<file path="src/rtl/orbit_camera_eye_position_assert.svh">
// Assertion macros for the orbit camera eye position block.
// Included by the top-level module, which carries the concurrent checks.
`ifndef ORBIT_CAMERA_EYE_POSITION_ASSERT_SVH
`define ORBIT_CAMERA_EYE_POSITION_ASSERT_SVH
`ifndef NO_ASSERTIONS
// implication checked on every clock edge outside reset
`define OCE_ASSERT_IMP(lbl, clk, rst_n, ante, cons, msg) \
    lbl: assert property (@(posedge clk) disable iff (!rst_n) (ante) |-> (cons)) \
        else $error(msg);
// next-cycle implication
`define OCE_ASSERT_NXT(lbl, clk, rst_n, ante, cons, msg) \
    lbl: assert property (@(posedge clk) disable iff (!rst_n) (ante) |=> (cons)) \
        else $error(msg);
`else
`define OCE_ASSERT_IMP(lbl, clk, rst_n, ante, cons, msg)
`define OCE_ASSERT_NXT(lbl, clk, rst_n, ante, cons, msg)
`endif
`endif

</file>
<file path="src/rtl/oce_pkg.sv">
// Package for the orbit camera eye position block: widths, register
// indexes, CORDIC constants and the sequencer state type. No dependencies.
package oce_pkg;

    localparam int CORDIC_STEPS_DEF = 16;
    localparam int CFG_IDX_W = 3;
    localparam int CFG_DATA_W = 16;

    localparam logic [CFG_IDX_W-1:0] REG_START_RADIUS = 3'd0;
    localparam logic [CFG_IDX_W-1:0] REG_START_INCL   = 3'd1;
    localparam logic [CFG_IDX_W-1:0] REG_START_AZIM   = 3'd2;
    localparam logic [CFG_IDX_W-1:0] REG_ZOOM_STEP    = 3'd3;
    localparam logic [CFG_IDX_W-1:0] REG_MIN_RADIUS   = 3'd4;
    localparam logic [CFG_IDX_W-1:0] REG_TURN_GAIN    = 3'd5;
    localparam logic [CFG_IDX_W-1:0] REG_MAX_INCL     = 3'd6;

    localparam logic [34:0] CORDIC_GAIN = 35'h026DD3B6A;

    typedef enum logic [2:0] {
        ST_IDLE,
        ST_ANGLE,
        ST_LOAD,
        ST_CORDIC,
        ST_MUL_GO,
        ST_MUL,
        ST_DONE
    } t_state;

    // control from the sequencer to the CORDIC unit
    typedef struct packed {
        logic start;
        logic step;
    } t_cordic_ctl;

    // atan(2^-i) in 2^-32 turn units
    function automatic logic [31:0] atan_lut(input logic [4:0] idx);
        logic [31:0] v;
        case (idx)
            5'd0:  v = 32'h20000000;
            5'd1:  v = 32'h12E4051E;
            5'd2:  v = 32'h09FB385B;
            5'd3:  v = 32'h051111D4;
            5'd4:  v = 32'h028B0D43;
            5'd5:  v = 32'h0145D7E1;
            5'd6:  v = 32'h00A2F61E;
            5'd7:  v = 32'h00517C55;
            5'd8:  v = 32'h0028BE53;
            5'd9:  v = 32'h00145F2F;
            5'd10: v = 32'h000A2F98;
            5'd11: v = 32'h000517CC;
            5'd12: v = 32'h00028BE6;
            5'd13: v = 32'h000145F3;
            5'd14: v = 32'h0000A2FA;
            5'd15: v = 32'h0000517D;
            5'd16: v = 32'h000028BE;
            5'd17: v = 32'h0000145F;
            5'd18: v = 32'h00000A30;
            5'd19: v = 32'h00000518;
            5'd20: v = 32'h0000028C;
            5'd21: v = 32'h00000146;
            5'd22: v = 32'h000000A3;
            5'd23: v = 32'h00000051;
            default: v = 32'h00000000;
        endcase
        return v;
    endfunction

endpackage

</file>
<file path="src/rtl/oce_cordic.sv">
// Dual CORDIC rotator: sine and cosine of two 16-bit angles, one
// micro-rotation per step command. Depends on oce_pkg.
module oce_cordic (
    input  logic                i_clk,
    input  oce_pkg::t_cordic_ctl i_ctl,
    input  logic [4:0]          i_iter,
    input  logic [15:0]         i_ang_a,
    input  logic [15:0]         i_ang_b,
    output logic signed [17:0]  o_cos_a,
    output logic signed [17:0]  o_sin_a,
    output logic signed [17:0]  o_cos_b,
    output logic signed [17:0]  o_sin_b
);

    logic signed [34:0] r_xa, r_ya, r_xb, r_yb, n_xa, n_ya, n_xb, n_yb;
    logic signed [32:0] r_za, r_zb, n_za, n_zb;
    logic r_nega, r_negb, n_nega, n_negb;
    logic [31:0] w_at;
    logic [15:0] w_fa, w_fb;

    assign w_at = oce_pkg::atan_lut(i_iter);
    assign w_fa = i_ang_a + 16'h4000;
    assign w_fb = i_ang_b + 16'h4000;

    // load folded angles, then rotate once per step
    always_comb begin
        n_xa = r_xa; n_ya = r_ya; n_za = r_za; n_nega = r_nega;
        n_xb = r_xb; n_yb = r_yb; n_zb = r_zb; n_negb = r_negb;
        if (i_ctl.start) begin
            n_nega = w_fa[15];
            n_negb = w_fb[15];
            n_xa = oce_pkg::CORDIC_GAIN; n_ya = '0;
            n_xb = oce_pkg::CORDIC_GAIN; n_yb = '0;
            n_za = 33'(signed'({(w_fa[15] ? ~i_ang_a[15] : i_ang_a[15]),
                   i_ang_a[14:0], 16'h0000}));
            n_zb = 33'(signed'({(w_fb[15] ? ~i_ang_b[15] : i_ang_b[15]),
                   i_ang_b[14:0], 16'h0000}));
        end else if (i_ctl.step) begin
            if (!r_za[32]) begin
                n_xa = r_xa - (r_ya >>> i_iter);
                n_ya = r_ya + (r_xa >>> i_iter);
                n_za = r_za - $signed({1'b0, w_at});
            end else begin
                n_xa = r_xa + (r_ya >>> i_iter);
                n_ya = r_ya - (r_xa >>> i_iter);
                n_za = r_za + $signed({1'b0, w_at});
            end
            if (!r_zb[32]) begin
                n_xb = r_xb - (r_yb >>> i_iter);
                n_yb = r_yb + (r_xb >>> i_iter);
                n_zb = r_zb - $signed({1'b0, w_at});
            end else begin
                n_xb = r_xb + (r_yb >>> i_iter);
                n_yb = r_yb - (r_xb >>> i_iter);
                n_zb = r_zb + $signed({1'b0, w_at});
            end
        end
    end

    always_ff @(posedge i_clk) begin
        r_xa <= n_xa; r_ya <= n_ya; r_za <= n_za; r_nega <= n_nega;
        r_xb <= n_xb; r_yb <= n_yb; r_zb <= n_zb; r_negb <= n_negb;
    end

    // negate on fold, round to Q16
    function automatic logic signed [17:0] rnd(input logic signed [34:0] v, input logic ng);
        logic signed [35:0] t;
        logic signed [35:0] s;
        t = ng ? -36'(v) : 36'(v);
        s = (t + 36'sd8192) >>> 14;
        return s[17:0];
    endfunction

    assign o_cos_a = rnd(r_xa, r_nega);
    assign o_sin_a = rnd(r_ya, r_nega);
    assign o_cos_b = rnd(r_xb, r_negb);
    assign o_sin_b = rnd(r_yb, r_negb);

endmodule

</file>
<file path="src/rtl/oce_serial_mul.sv">
// Bit-serial signed multiplier: shift-and-add, one multiplier bit per
// cycle. No package dependencies.
module oce_serial_mul #(
    parameter int AW = 34,
    parameter int BW = 18
) (
    input  logic                    i_clk,
    input  logic                    i_rst_n,
    input  logic                    i_start,
    input  logic signed [AW-1:0]    i_a,
    input  logic signed [BW-1:0]    i_b,
    output logic                    o_done,
    output logic signed [AW+BW-1:0] o_p
);

    localparam int CW = $clog2(BW + 1);

    logic signed [AW+BW-1:0] r_acc, n_acc, r_a, n_a;
    logic [BW-1:0] r_b, n_b;
    logic [CW-1:0] r_cnt, n_cnt;
    logic r_busy, n_busy;
    logic r_done;

    // add the shifted multiplicand per bit, subtract at the sign bit
    always_comb begin
        n_acc = r_acc; n_a = r_a; n_b = r_b; n_cnt = r_cnt; n_busy = r_busy;
        if (i_start) begin
            n_acc = '0;
            n_a = (AW + BW)'(i_a);
            n_b = i_b;
            n_cnt = '0;
            n_busy = 1'b1;
        end else if (r_busy) begin
            if (r_b[0]) begin
                if (r_cnt == CW'(BW - 1)) n_acc = r_acc - r_a;
                else n_acc = r_acc + r_a;
            end
            n_a = r_a <<< 1;
            n_b = r_b >> 1;
            n_cnt = r_cnt + 1'b1;
            if (r_cnt == CW'(BW - 1)) n_busy = 1'b0;
        end
    end

    // pulse done once the last bit has been added in
    always_ff @(posedge i_clk) begin
        if (!i_rst_n) begin
            r_busy <= 1'b0;
            r_cnt <= '0;
            r_done <= 1'b0;
        end else begin
            r_busy <= n_busy;
            r_cnt <= n_cnt;
            r_done <= r_busy && (r_cnt == CW'(BW - 1));
        end
        r_acc <= n_acc; r_a <= n_a; r_b <= n_b;
    end

    assign o_done = r_done;
    assign o_p = r_acc;

endmodule

</file>
<file path="src/rtl/orbit_camera_eye_position.sv">
// Top level of the orbit camera eye position block: state update,
// sequencer, CORDIC unit and serial multipliers. Depends on oce_pkg.
//
//   channel   dir  handshake             payload
//   in        in   i_valid / o_ready     wheel_delta, pointer_dx/dy, left_button
//   out       out  o_valid / i_ready     eye_x, eye_y, eye_z
//   cfg       in   i_cfg_we              i_cfg_idx, i_cfg_data
//
// One word passes from accept through angle update, CORDIC load, the CORDIC
// loop, two rounds on the 18-bit serial multipliers and a result state,
// then returns to idle before the next word is accepted.
// Reset (synchronous, active low) loads defaults and the start state.
// A result waits in the output register; a new word is taken meanwhile, and
// the next result stalls in its last cycle until the waiting one is taken.
// Start registers act on the state only at the next reset.
module orbit_camera_eye_position #(
    parameter int CORDIC_STEPS = oce_pkg::CORDIC_STEPS_DEF
) (
    input  logic                             i_clk,
    input  logic                             i_rst_n,
    input  logic                             i_valid,
    output logic                             o_ready,
    input  logic signed [15:0]               i_wheel_delta,
    input  logic signed [15:0]               i_pointer_dx,
    input  logic signed [15:0]               i_pointer_dy,
    input  logic                             i_left_button,
    output logic                             o_valid,
    input  logic                             i_ready,
    output logic signed [16:0]               o_eye_x,
    output logic signed [16:0]               o_eye_y,
    output logic signed [16:0]               o_eye_z,
    input  logic                             i_cfg_we,
    input  logic [oce_pkg::CFG_IDX_W-1:0]    i_cfg_idx,
    input  logic [oce_pkg::CFG_DATA_W-1:0]   i_cfg_data
);

`include "orbit_camera_eye_position_assert.svh"

    // configuration registers
    logic [15:0] r_start_radius, r_start_azim, r_zoom_step, r_min_radius, r_turn_gain;
    logic signed [14:0] r_start_incl;
    logic [13:0] r_max_incl;

    always_ff @(posedge i_clk) begin
        if (!i_rst_n) begin
            r_start_radius <= 16'd1280;
            r_start_incl <= '0;
            r_start_azim <= '0;
            r_zoom_step <= 16'd26;
            r_min_radius <= 16'd26;
            r_turn_gain <= 16'd26701;
            r_max_incl <= 14'd15341;
        end else if (i_cfg_we) begin
            case (i_cfg_idx)
                oce_pkg::REG_START_RADIUS: r_start_radius <= i_cfg_data;
                oce_pkg::REG_START_INCL:   r_start_incl <= i_cfg_data[14:0];
                oce_pkg::REG_START_AZIM:   r_start_azim <= i_cfg_data;
                oce_pkg::REG_ZOOM_STEP:    r_zoom_step <= i_cfg_data;
                oce_pkg::REG_MIN_RADIUS:   r_min_radius <= i_cfg_data;
                oce_pkg::REG_TURN_GAIN:    r_turn_gain <= i_cfg_data;
                oce_pkg::REG_MAX_INCL:     r_max_incl <= i_cfg_data[13:0];
                default: ;
            endcase
        end
    end

    oce_pkg::t_state r_state, n_state;
    logic [15:0] r_radius, n_radius;
    logic signed [15:0] r_incl, n_incl;
    logic [15:0] r_azim, n_azim;
    logic signed [15:0] r_dx, r_dy;
    logic r_held;
    logic [4:0] r_iter;
    logic r_phase;
    logic r_ovalid;
    logic signed [16:0] r_ex, r_ey, r_ez, r_ey_q;
    oce_pkg::t_cordic_ctl w_ctl;
    logic w_m_start;
    logic w_mdone;
    logic signed [17:0] w_ci, w_si, w_ca, w_sa;
    logic w_acc;

    assign w_acc = i_valid && o_ready;

    // radius update: step by the zoom step, saturate, clamp at the minimum radius
    logic [16:0] w_rsum;
    logic [15:0] w_rz;
    always_comb begin
        w_rsum = 17'(r_radius) + 17'(r_zoom_step);
        if (i_wheel_delta > 0)
            w_rz = (r_zoom_step > r_radius) ? 16'd0 : r_radius - r_zoom_step;
        else if (i_wheel_delta < 0)
            w_rz = w_rsum[16] ? 16'hFFFF : w_rsum[15:0];
        else
            w_rz = r_radius;
        n_radius = (w_rz < r_min_radius) ? r_min_radius : w_rz;
    end

    // angle steps: two 16x16 products, registered below
    logic signed [32:0] w_pdy, w_pdx;
    logic signed [24:0] w_sdy, w_sdx;
    logic signed [17:0] w_inc;
    assign w_pdy = r_dy * $signed({1'b0, r_turn_gain}) + 33'sd128;
    assign w_pdx = r_dx * $signed({1'b0, r_turn_gain}) + 33'sd128;
    assign w_sdy = 25'(w_pdy >>> 8);
    assign w_sdx = 25'(w_pdx >>> 8);
    always_comb begin
        n_incl = r_incl;
        n_azim = r_azim;
        w_inc = '0;
        if (r_held) begin
            if ((26'(w_sdy) + 26'(r_incl)) > 26'($signed({1'b0, r_max_incl})))
                w_inc = $signed({4'b0, r_max_incl});
            else if ((26'(w_sdy) + 26'(r_incl)) < -26'($signed({1'b0, r_max_incl})))
                w_inc = -$signed({4'b0, r_max_incl});
            else
                w_inc = 18'(26'(w_sdy) + 26'(r_incl));
            n_incl = w_inc[15:0];
            n_azim = r_azim + w_sdx[15:0];
        end
    end

    // sequencer next state
    always_comb begin
        n_state = r_state;
        case (r_state)
            oce_pkg::ST_IDLE:   if (w_acc) n_state = oce_pkg::ST_ANGLE;
            oce_pkg::ST_ANGLE:  n_state = oce_pkg::ST_LOAD;
            oce_pkg::ST_LOAD:   n_state = oce_pkg::ST_CORDIC;
            oce_pkg::ST_CORDIC: if (r_iter == 5'(CORDIC_STEPS - 1)) n_state = oce_pkg::ST_MUL_GO;
            oce_pkg::ST_MUL_GO: n_state = oce_pkg::ST_MUL;
            oce_pkg::ST_MUL:    if (w_mdone) n_state = r_phase ? oce_pkg::ST_DONE
                                                               : oce_pkg::ST_MUL_GO;
            oce_pkg::ST_DONE:   if (!r_ovalid || i_ready) n_state = oce_pkg::ST_IDLE;
            default:            n_state = oce_pkg::ST_IDLE;
        endcase
    end

    // sequencer outputs
    always_comb begin
        w_ctl.start = 1'b0;
        w_ctl.step = 1'b0;
        w_m_start = 1'b0;
        case (r_state)
            oce_pkg::ST_LOAD:   w_ctl.start = 1'b1;
            oce_pkg::ST_CORDIC: w_ctl.step = 1'b1;
            oce_pkg::ST_MUL_GO: w_m_start = 1'b1;
            default: ;
        endcase
    end

    assign o_ready = (r_state == oce_pkg::ST_IDLE);

    oce_cordic u_cordic (
        .i_clk(i_clk), .i_ctl(w_ctl), .i_iter(r_iter),
        .i_ang_a(r_incl), .i_ang_b(r_azim),
        .o_cos_a(w_ci), .o_sin_a(w_si), .o_cos_b(w_ca), .o_sin_b(w_sa)
    );

    // round 1: r*ci, r*si, r*si; round 2: (r*ci)*ca, r*si, (r*ci)*sa
    logic signed [33:0] r_rc, w_mul_a0, w_mul_a2;
    logic signed [17:0] w_mul_b0, w_mul_b2;
    logic signed [51:0] w_p0, w_p1, w_p2;
    logic w_d1, w_d2;
    logic signed [33:0] w_rad;
    assign w_rad = 34'($signed({1'b0, r_radius}));

    always_comb begin
        w_mul_a0 = r_phase ? r_rc : w_rad;
        w_mul_b0 = r_phase ? w_ca : w_ci;
        w_mul_a2 = r_phase ? r_rc : w_rad;
        w_mul_b2 = r_phase ? w_sa : w_si;
    end

    oce_serial_mul #(.AW(34), .BW(18)) u_mul0 (
        .i_clk(i_clk), .i_rst_n(i_rst_n), .i_start(w_m_start), .i_a(w_mul_a0),
        .i_b(w_mul_b0), .o_done(w_mdone), .o_p(w_p0)
    );
    oce_serial_mul #(.AW(34), .BW(18)) u_mul1 (
        .i_clk(i_clk), .i_rst_n(i_rst_n), .i_start(w_m_start), .i_a(w_rad),
        .i_b(w_si), .o_done(w_d1), .o_p(w_p1)
    );
    oce_serial_mul #(.AW(34), .BW(18)) u_mul2 (
        .i_clk(i_clk), .i_rst_n(i_rst_n), .i_start(w_m_start), .i_a(w_mul_a2),
        .i_b(w_mul_b2), .o_done(w_d2), .o_p(w_p2)
    );

    function automatic logic signed [16:0] sat17(input logic signed [51:0] v);
        if (v > 52'sd65535) return 17'sd65535;
        if (v < -52'sd65535) return -17'sd65535;
        return v[16:0];
    endfunction

    logic signed [51:0] w_yr, w_xr, w_zr;
    assign w_yr = (w_p1 + 52'sh8000) >>> 16;
    assign w_xr = (w_p0 + 52'sh80000000) >>> 32;
    assign w_zr = (w_p2 + 52'sh80000000) >>> 32;

    always_ff @(posedge i_clk) begin
        if (!i_rst_n) begin
            r_state <= oce_pkg::ST_IDLE;
            r_radius <= r_start_radius;
            r_incl <= 16'(r_start_incl);
            r_azim <= r_start_azim;
            r_iter <= '0;
            r_phase <= 1'b0;
            r_ovalid <= 1'b0;
        end else begin
            r_state <= n_state;
            if (w_acc) begin
                r_radius <= n_radius;
                r_dx <= i_pointer_dx;
                r_dy <= i_pointer_dy;
                r_held <= i_left_button;
            end
            if (r_state == oce_pkg::ST_ANGLE) begin
                r_incl <= n_incl;
                r_azim <= n_azim;
            end
            if (r_state == oce_pkg::ST_ANGLE) r_iter <= '0;
            else if (w_ctl.step) r_iter <= r_iter + 1'b1;
            // keep the first-round products, then run the second round
            if (r_state == oce_pkg::ST_MUL && w_mdone && !r_phase) begin
                r_phase <= 1'b1;
                r_rc <= w_p0[33:0];
                r_ey <= sat17(w_yr);
            end else if (r_state == oce_pkg::ST_IDLE) begin
                r_phase <= 1'b0;
            end
            // load the result once the output register is free
            if (r_state == oce_pkg::ST_DONE && (!r_ovalid || i_ready)) begin
                r_ovalid <= 1'b1;
                r_ex <= sat17(w_xr);
                r_ez <= sat17(w_zr);
                r_ey_q <= r_ey;
            end else if (r_ovalid && i_ready) begin
                r_ovalid <= 1'b0;
            end
        end
    end

    assign o_valid = r_ovalid;
    assign o_eye_x = r_ex;
    assign o_eye_y = r_ey_q;
    assign o_eye_z = r_ez;

    `OCE_ASSERT_IMP(a_ready_idle, i_clk, i_rst_n, o_ready, r_state == oce_pkg::ST_IDLE,
        "ready outside idle")
    `OCE_ASSERT_NXT(a_acc_angle, i_clk, i_rst_n, w_acc, r_state == oce_pkg::ST_ANGLE,
        "accept did not start work")
    `OCE_ASSERT_NXT(a_out_hold, i_clk, i_rst_n, o_valid && !i_ready, o_valid,
        "result dropped")
    `OCE_ASSERT_IMP(a_mul_lock, i_clk, i_rst_n, w_mdone, w_d1 && w_d2,
        "multipliers out of step")

endmodule
</file>
<file path="config.mk">
export PLATFORM = sky130hd
export DESIGN_NAME = orbit_camera_eye_position
export DESIGN_NICKNAME = d
export VERILOG_FILES = /design/src/rtl/oce_pkg.sv /design/src/rtl/oce_cordic.sv /design/src/rtl/oce_serial_mul.sv /design/src/rtl/orbit_camera_eye_position.sv
export VERILOG_INCLUDE_DIRS = /design/src /design/src/rtl
export SDC_FILE = /design/constraint.sdc
export NUM_CORES = 2
export LEC_CHECK = 0
export BUFFER_PORTS_ARGS = -buffer_cell sky130_fd_sc_hd__buf_2
export CAP_MARGIN = 5
export CELL_PAD_IN_SITES_DETAIL_PLACEMENT = 0
export CELL_PAD_IN_SITES_GLOBAL_PLACEMENT = 1
export CORE_MARGIN = 2
export CORE_UTILIZATION = 34
export CTS_CLUSTER_DIAMETER = 200
export DETAILED_ROUTE_END_ITERATION = 8
export PLACE_DENSITY_LB_ADDON = 0.3
export SLEW_MARGIN = 20
export SYNTH_ARGS = -nofsm -noshare
export SYNTH_HDL_FRONTEND = slang
export SYNTH_SLANG_ARGS = --single-unit
</file>
<file path="constraint.sdc">
create_clock -name i_clk -period 11.55 [get_ports i_clk]
set_input_delay 0 -clock i_clk [delete_from_list [all_inputs] [get_ports i_clk]]
set_output_delay 0 -clock i_clk [all_outputs]
set_load 0.01 [all_outputs]
</file>
# ---- After elaboration in Yosys (flattened, before gate mapping)
# Memories as Yosys holds them, arrays and structs flattened. A register that Yosys moved wholly into a read port is not among the register bits.
# Index checks and enable logic that the tools add are counted.
dict set report word_totals {
  n_memories 1
  regBits 895
  rom_bits 960
  elab_cells 277
  output_inout_bits 53
}
dict set report classes {
  n_shift 4
  eq_ne 23
  muxes 106
  bitwise_logic 3
  n_reduce_logical 34
  add_sub_neg 43
  order_cmp 12
  mul 2
}
# memory words width rd rd_clocked_by_memory_dff write_ports line_no
set memory_table {}
lappend memory_table {{(no name shown)} 32 30 1 1 0 oce_pkg.sv:38} ;# case (idx)
# cell n
set ops {}
lappend ops {{two-way mux 52 bit} 7}
lappend ops {{two-way mux 16 bit} 17}
lappend ops {{two-way mux 17 bit} 12}
lappend ops {{two-way mux 33 bit} 6}
lappend ops {{adder 52 bit} 3}
lappend ops {{subtractor 52 bit} 3}
lappend ops {{two-way mux 18 bit} 8}
lappend ops {{adder 35 bit} 4}
lappend ops {{two-way mux 35 bit} 4}
lappend ops {{>>> shifter 35 x 5 -> 35 bit} 4}
lappend ops {{subtractor 35 bit} 4}
lappend ops {{adder 32 x 15 -> 32 bit, second input constant} 4}
lappend ops {{two-way mux 32 bit} 4}
lappend ops {{negator 32 bit} 4}
lappend ops {{adder 52 x 33 -> 52 bit, second input constant} 2}
lappend ops {{adder 33 bit} 2}
lappend ops {{subtractor 33 bit} 2}
lappend ops {{adder 52 x 17 -> 52 bit, second input constant} 1}
lappend ops {{> comparator 20 x 17 -> 1 bit, second input constant} 2}
lappend ops {{less-than comparator 20 x 17 -> 1 bit, second input constant} 2}
lappend ops {{two-way mux 1 bit} 39}
lappend ops {{> comparator 36 x 17 -> 1 bit, second input constant} 1}
lappend ops {{less-than comparator 36 x 17 -> 1 bit, second input constant} 1}
lappend ops {{two-way mux 34 bit} 1}
lappend ops {{other kinds (38)} 90}

# ---- Depth between registers and ports, before layout
dict set report logic_depth {
  word_depth 10
  depth_mapped 47
  depth_no_buf 44
}

# ---- Hierarchy
# A second synthesis with hierarchy kept.
dict set report unflattened {
  cells_unflattened 11357
  area_unflattened_um2 96222.3
}
# module area_each_um2 cells_per_inst n_inst seq_area_each_um2
set by_module_without_submodules {}
lappend by_module_without_submodules {oce_cordic 34699.5 4478 1 4524.3}
lappend by_module_without_submodules {orbit_camera_eye_position 34519.4 3876 1 7877.6}
lappend by_module_without_submodules {oce_serial_mul 9001.1 1001 3 3283.1}

# ---- Least setup slack after synthesis
# OpenSTA, ideal clock, no wires.
dict set report synth_path {
  path_kind {flip-flop to flip-flop}
  startpoint {reg r_turn_gain[11]}
  endpoint {reg r_incl[15], data pin}
  setup_time_ns 0.257
  path_stages_with_launch 40
  setup_slack_ns 2.053
  t_arrival_ns 9.240
  synth_period_minus_slack_ns 9.497
  path_cell_list {dfxtp_1 > buf_1 > clkbuf_1 > nand2_1 > fa_1 > fa_1 > fa_1 > inv_1 > fa_1 > fa_1 > inv_1 > fa_1 > inv_1 > ha_1 > a211oi_1 > a22oi_1 > and2_1 > nor3_1 > [... 4 more ...] > and2_1 > nor2b_1 > o21ai_0 > nand2b_1 > a31oi_1 > xnor2_1 > ha_1 > a21o_1 > a31oi_1 > o211ai_1 > a31oi_1 > o21ai_0 > nor4bb_1 > o221ai_1 > nor2_1 > clkbuf_1 > nand2_1 > a32o_1}
}
dict set report synth_via {
  elab_chain_cells 9
}
# item line_no
set synth_rtl {}
lappend synth_rtl {{from (decl)} orbit_camera_eye_position.sv:40} ;# logic [15:0] r_start_radius, r_start_azim, r_zoom_step, r_min_radius, r_turn_gain;
lappend synth_rtl {{from (signal assigned)} orbit_camera_eye_position.sv:60} ;# oce_pkg::REG_TURN_GAIN: r_turn_gain <= i_cfg_data;
lappend synth_rtl {{multiplier 16 x 17 -> 33 bit *} orbit_camera_eye_position.sv:103} ;# assign w_pdy = r_dy * $signed({1'b0, r_turn_gain}) + 33'sd128;
lappend synth_rtl {{adder 33 x 9 -> 33 bit *} orbit_camera_eye_position.sv:103}
lappend synth_rtl {{adder 25 x 16 -> 26 bit *} orbit_camera_eye_position.sv:117} ;# w_inc = 18'(26'(w_sdy) + 26'(r_incl));
lappend synth_rtl {{less-than comparator 26 bit} orbit_camera_eye_position.sv:114} ;# else if ((26'(w_sdy) + 26'(r_incl)) < -26'($signed({1'b0, r_max_incl})))
lappend synth_rtl {{two-way mux 16 bit} orbit_camera_eye_position.sv:114}
lappend synth_rtl {{two-way mux 16 bit *} orbit_camera_eye_position.sv:112} ;# if ((26'(w_sdy) + 26'(r_incl)) > 26'($signed({1'b0, r_max_incl})))
lappend synth_rtl {{two-way mux 16 bit *} orbit_camera_eye_position.sv:111} ;# if (r_held) begin
lappend synth_rtl {{two-way mux 16 bit *} orbit_camera_eye_position.sv:216} ;# if (r_state == oce_pkg::ST_ANGLE) begin
lappend synth_rtl {{two-way mux 16 bit *} orbit_camera_eye_position.sv:200} ;# if (!i_rst_n) begin
lappend synth_rtl {{to (signal assigned)} orbit_camera_eye_position.sv:203} ;# r_incl <= 16'(r_start_incl);
lappend synth_rtl {{to (signal assigned)} orbit_camera_eye_position.sv:217} ;# r_incl <= n_incl;
lappend synth_rtl {{to (decl)} orbit_camera_eye_position.sv:69} ;# logic signed [15:0] r_incl, n_incl;
# Every way passes the cells marked *; elsewhere a longest branch is shown, timed or not. The select of a mux whose other input is x is not followed.
# A chain may end at the register's enable or synchronous reset.

# ---- Worst setup path after layout
dict set report layout_path {
  startpoint {reg r_dy[4]}
  endpoint {reg r_incl[2], data pin}
}
dict set report layout_via {
  elab_chain_cells 9
}
# item line_no
set layout_rtl {}
lappend layout_rtl {{from (decl)} orbit_camera_eye_position.sv:71} ;# logic signed [15:0] r_dx, r_dy;
lappend layout_rtl {{from (signal assigned)} orbit_camera_eye_position.sv:213} ;# r_dy <= i_pointer_dy;
lappend layout_rtl {{multiplier 16 x 17 -> 33 bit *} orbit_camera_eye_position.sv:103}
lappend layout_rtl {{adder 33 x 9 -> 33 bit *} orbit_camera_eye_position.sv:103}
lappend layout_rtl {{adder 25 x 16 -> 26 bit *} orbit_camera_eye_position.sv:117}
lappend layout_rtl {{less-than comparator 26 bit} orbit_camera_eye_position.sv:114}
lappend layout_rtl {{two-way mux 16 bit} orbit_camera_eye_position.sv:114}
lappend layout_rtl {{two-way mux 16 bit *} orbit_camera_eye_position.sv:112}
lappend layout_rtl {{two-way mux 16 bit *} orbit_camera_eye_position.sv:111}
lappend layout_rtl {{two-way mux 16 bit *} orbit_camera_eye_position.sv:216}
lappend layout_rtl {{two-way mux 16 bit *} orbit_camera_eye_position.sv:200}
# Marked as above.

==> flow_metrics.tcl <==
set metrics [dict create \
    outcome "finished clean" \
    cts.htree.levels 3 \
    fmax_mhz 92.3 \
    synthToLayoutAreaGrowth_pct 9.54 \
    synth.distinct_cells 115 \
    drc 0 \
    clock_path_buffers 4 \
    yosysTopAreaCell "edfxtp_1" \
    io_buffers 125 \
    clkTransAtPathRegs_ns 0.06 \
    hold_violations 0 \
    ios 126 \
    synthTopCellsByCount "nand2_1, a21oi_1, nor2_1, inv_1, ha_1" \
    path_class "register to register" \
    grtUsageMet2_pct 33.9 \
    grt_use_total_pct 21.5 \
    fp.coreArea_um2 274000 \
    finalClockSkew_ns 0.133 \
    grt_overflow 0 \
    rsz0062_at_grt "false" \
    slew_headroom_pct 22.1 \
    num_rows 192 \
    top_usage_layer "met2" \
    finish.utilization_pct 37.5 \
    cp_max_fo 16 \
    cts_tree "done" \
    hold_class "input port to register" \
    setup_viol 0 \
    drtIter0Drc 6489 \
    use_met3_pct 2.97 \
    worst_path_largest_cell_delay_ns 0.64 \
    antenna_found_initial 10 \
    grt_max_degree 176 \
    finalMaxSlewViolations 0 \
    die_y_um 529 \
    cp_num_buf_inv 5 \
    max_cap_viol_count 0 \
    yosysSeqAreaShare_pct 24.0 \
    synth_seq_cells 925 \
    r2r_start "r_dy[4]$_DFFE_PP_" \
    initial_core_util_pct 34.2 \
    wl_per_cell_um 20.9 \
    crit_start "r_dy[4]$_DFFE_PP_" \
    cp_slowest_cell "edfxtp_1" \
    vias_per_cell 5.56 \
    vias 82100 \
    synth.most_common_cell "nand2_1" \
    fin_tns_setup_ns 0 \
    arrival_ns 11.40 \
    crit_top_cell "fa_1" \
    finalWirelength_um 309000 \
    holdWs_ns 0.0802 \
    hp-start "i_cfg_data[11]" \
    synth_edf_count 393 \
    dieWidth_um 529 \
    cp_data_required_time_ns 12.12 \
    grt_pass1_wl_um 478000 \
    period_share_pct 93.8 \
    synthesis.nets 12300 \
    syn_inst 11200 \
    clock-root-buffer "clkbuf_16" \
    grt_pass1_vias 80200 \
    postRouteAntennaNets 0 \
    end_kind "register" \
    clk_latency_ns 0.95 \
    netlist_area_um2 93600 \
    avgSynthCellArea_um2 8.37 \
    drive_above_1_share_pct 7.50 \
    ys_warn_count 0 \
    num-nets-final 12200 \
    cp_top_family "adder cells" \
    drtPass1Iterations 6 \
    synthTopCellsByArea "edfxtp_1, dfxtp_1, ha_1" \
    numCtsBuffers 121 \
    clock-sinks 925 \
    yosys.area.top_type_share_pct 12.6 \
    setup_ws_ns 0.718 \
    layout_min_cycle_time_ns 10.83 \
    globalplace.congestion 0.937 \
    worstMarginPinSlew_ns 1.16 \
    async_flop_share_pct 0 \
    post-dp-hpwl_um 230000 \
    start_kind "register" \
    grtUsageMet1_pct 30.7 \
    pre_cts_ws_ns 0.632 \
    fill_cells 27900 \
    ys.flop_type "dfxtp_1" \
    fp.dieArea_um2 280000 \
]
layout make-up:
cell class	count	area [um^2]	share of cell area (%)
diodes	5	12.5	0.0122
clock buffers	162	3420	3.33
clock inverters	57	746	0.727
inverters	717	2700	2.63
multi-input cells	8929	66000	64.4
flip-flops and latches	925	22500	21.9
well taps	3589	4490	4.38
repair buffers	364	2730	2.66
what timing repair did:
| action | in CTS | in global routing |
|---|---|---|
| hold buffers | 98 | 0 |
| setup buffers | 0 | 7 |
| gates resized for setup | 0 | 2 |
| setup endpoints to repair | 0 | 8 |
| endpoints found under the hold margin | 152 | 0 |
worst register-to-register path: cells and delay by family, from the launching register on:
family / cells / cell delay [ns]
compound gates: 17 / 3.10
xor+xnor: 2 / 0.32
fa+ha+maj: 9 / 4.07
buf+inv: 5 / 0.29
flops: 1 / 0.64
simple gates: 9 / 2.15
layout by cell type (no fill, tap or decap), types with 161 or more instances in the layout:
cell type and n:
xor2_1 416, mux2i_1 201, ha_1 701, and2_1 257, a21oi_1 837, a21o_1 221
nand3_1 187, inv_1 708, nand2_1 1531, o21ai_0 659, dfxtp_1 525, nor3_1 203
edfxtp_1 393, nor2_1 771, xnor2_1 497, mux4_2 161, fa_1 376
logic make-up (layout without fill, tap and decap cells):
logic type | Yosys count | after routing | share of synthesized area, %
and+or+nand+nor | 3699 | 3699 | 18.5
DFF | 925 | 925 | 24.0
buffers and inverters | 1337 | 1300 | 5.72
xor gates and xnor gates | 913 | 913 | 8.54
adders and majority gates | 1079 | 1079 | 17.4
other | 0 | 5 | 0
muxes | 436 | 436 | 6.91
AOI/OAI and AO/OA | 2802 | 2802 | 18.9
per-layer routing:
metal	vias to the layer above	share of wire [%]
li1	39300	-
met1	39900	47
met2	2426	44
met3	441	6.0
met4	6	2.6
met5	-	0.013
state kept, by name (all words and copies together) (netlist names), 52 cells and up:
| register | cells |
|---|---|
| u_mul1.o_p | 52 |
| u_mul2.r_a | 52 |
| u_mul2.o_p | 52 |
| u_mul0.r_a | 52 |
| u_mul0.o_p | 52 |
| u_mul1.r_a | 52 |
worst paths after layout:
kind	to	slack (ns)	cells after the start
min	r_max_incl[11]$_SDFFE_PN1P_	0.08	4
max reg2reg	r_incl[2]$_DFFE_PP_	0.72	42
min reg2reg	o_eye_y[12]$_DFFE_PP_	0.42	0
max	r_incl[2]$_DFFE_PP_	0.72	42
through the flow:
stage	instance area, um^2	instances
floorplan	93600	11200
global placement	97300	14400
detailed placement	97300	14400
CTS	102000	14700
global route	103000	14700
finish	103000	14700
Power is not shown: default switching activity piles up to over one toggle a cycle in this logic, so the estimate is an artifact.
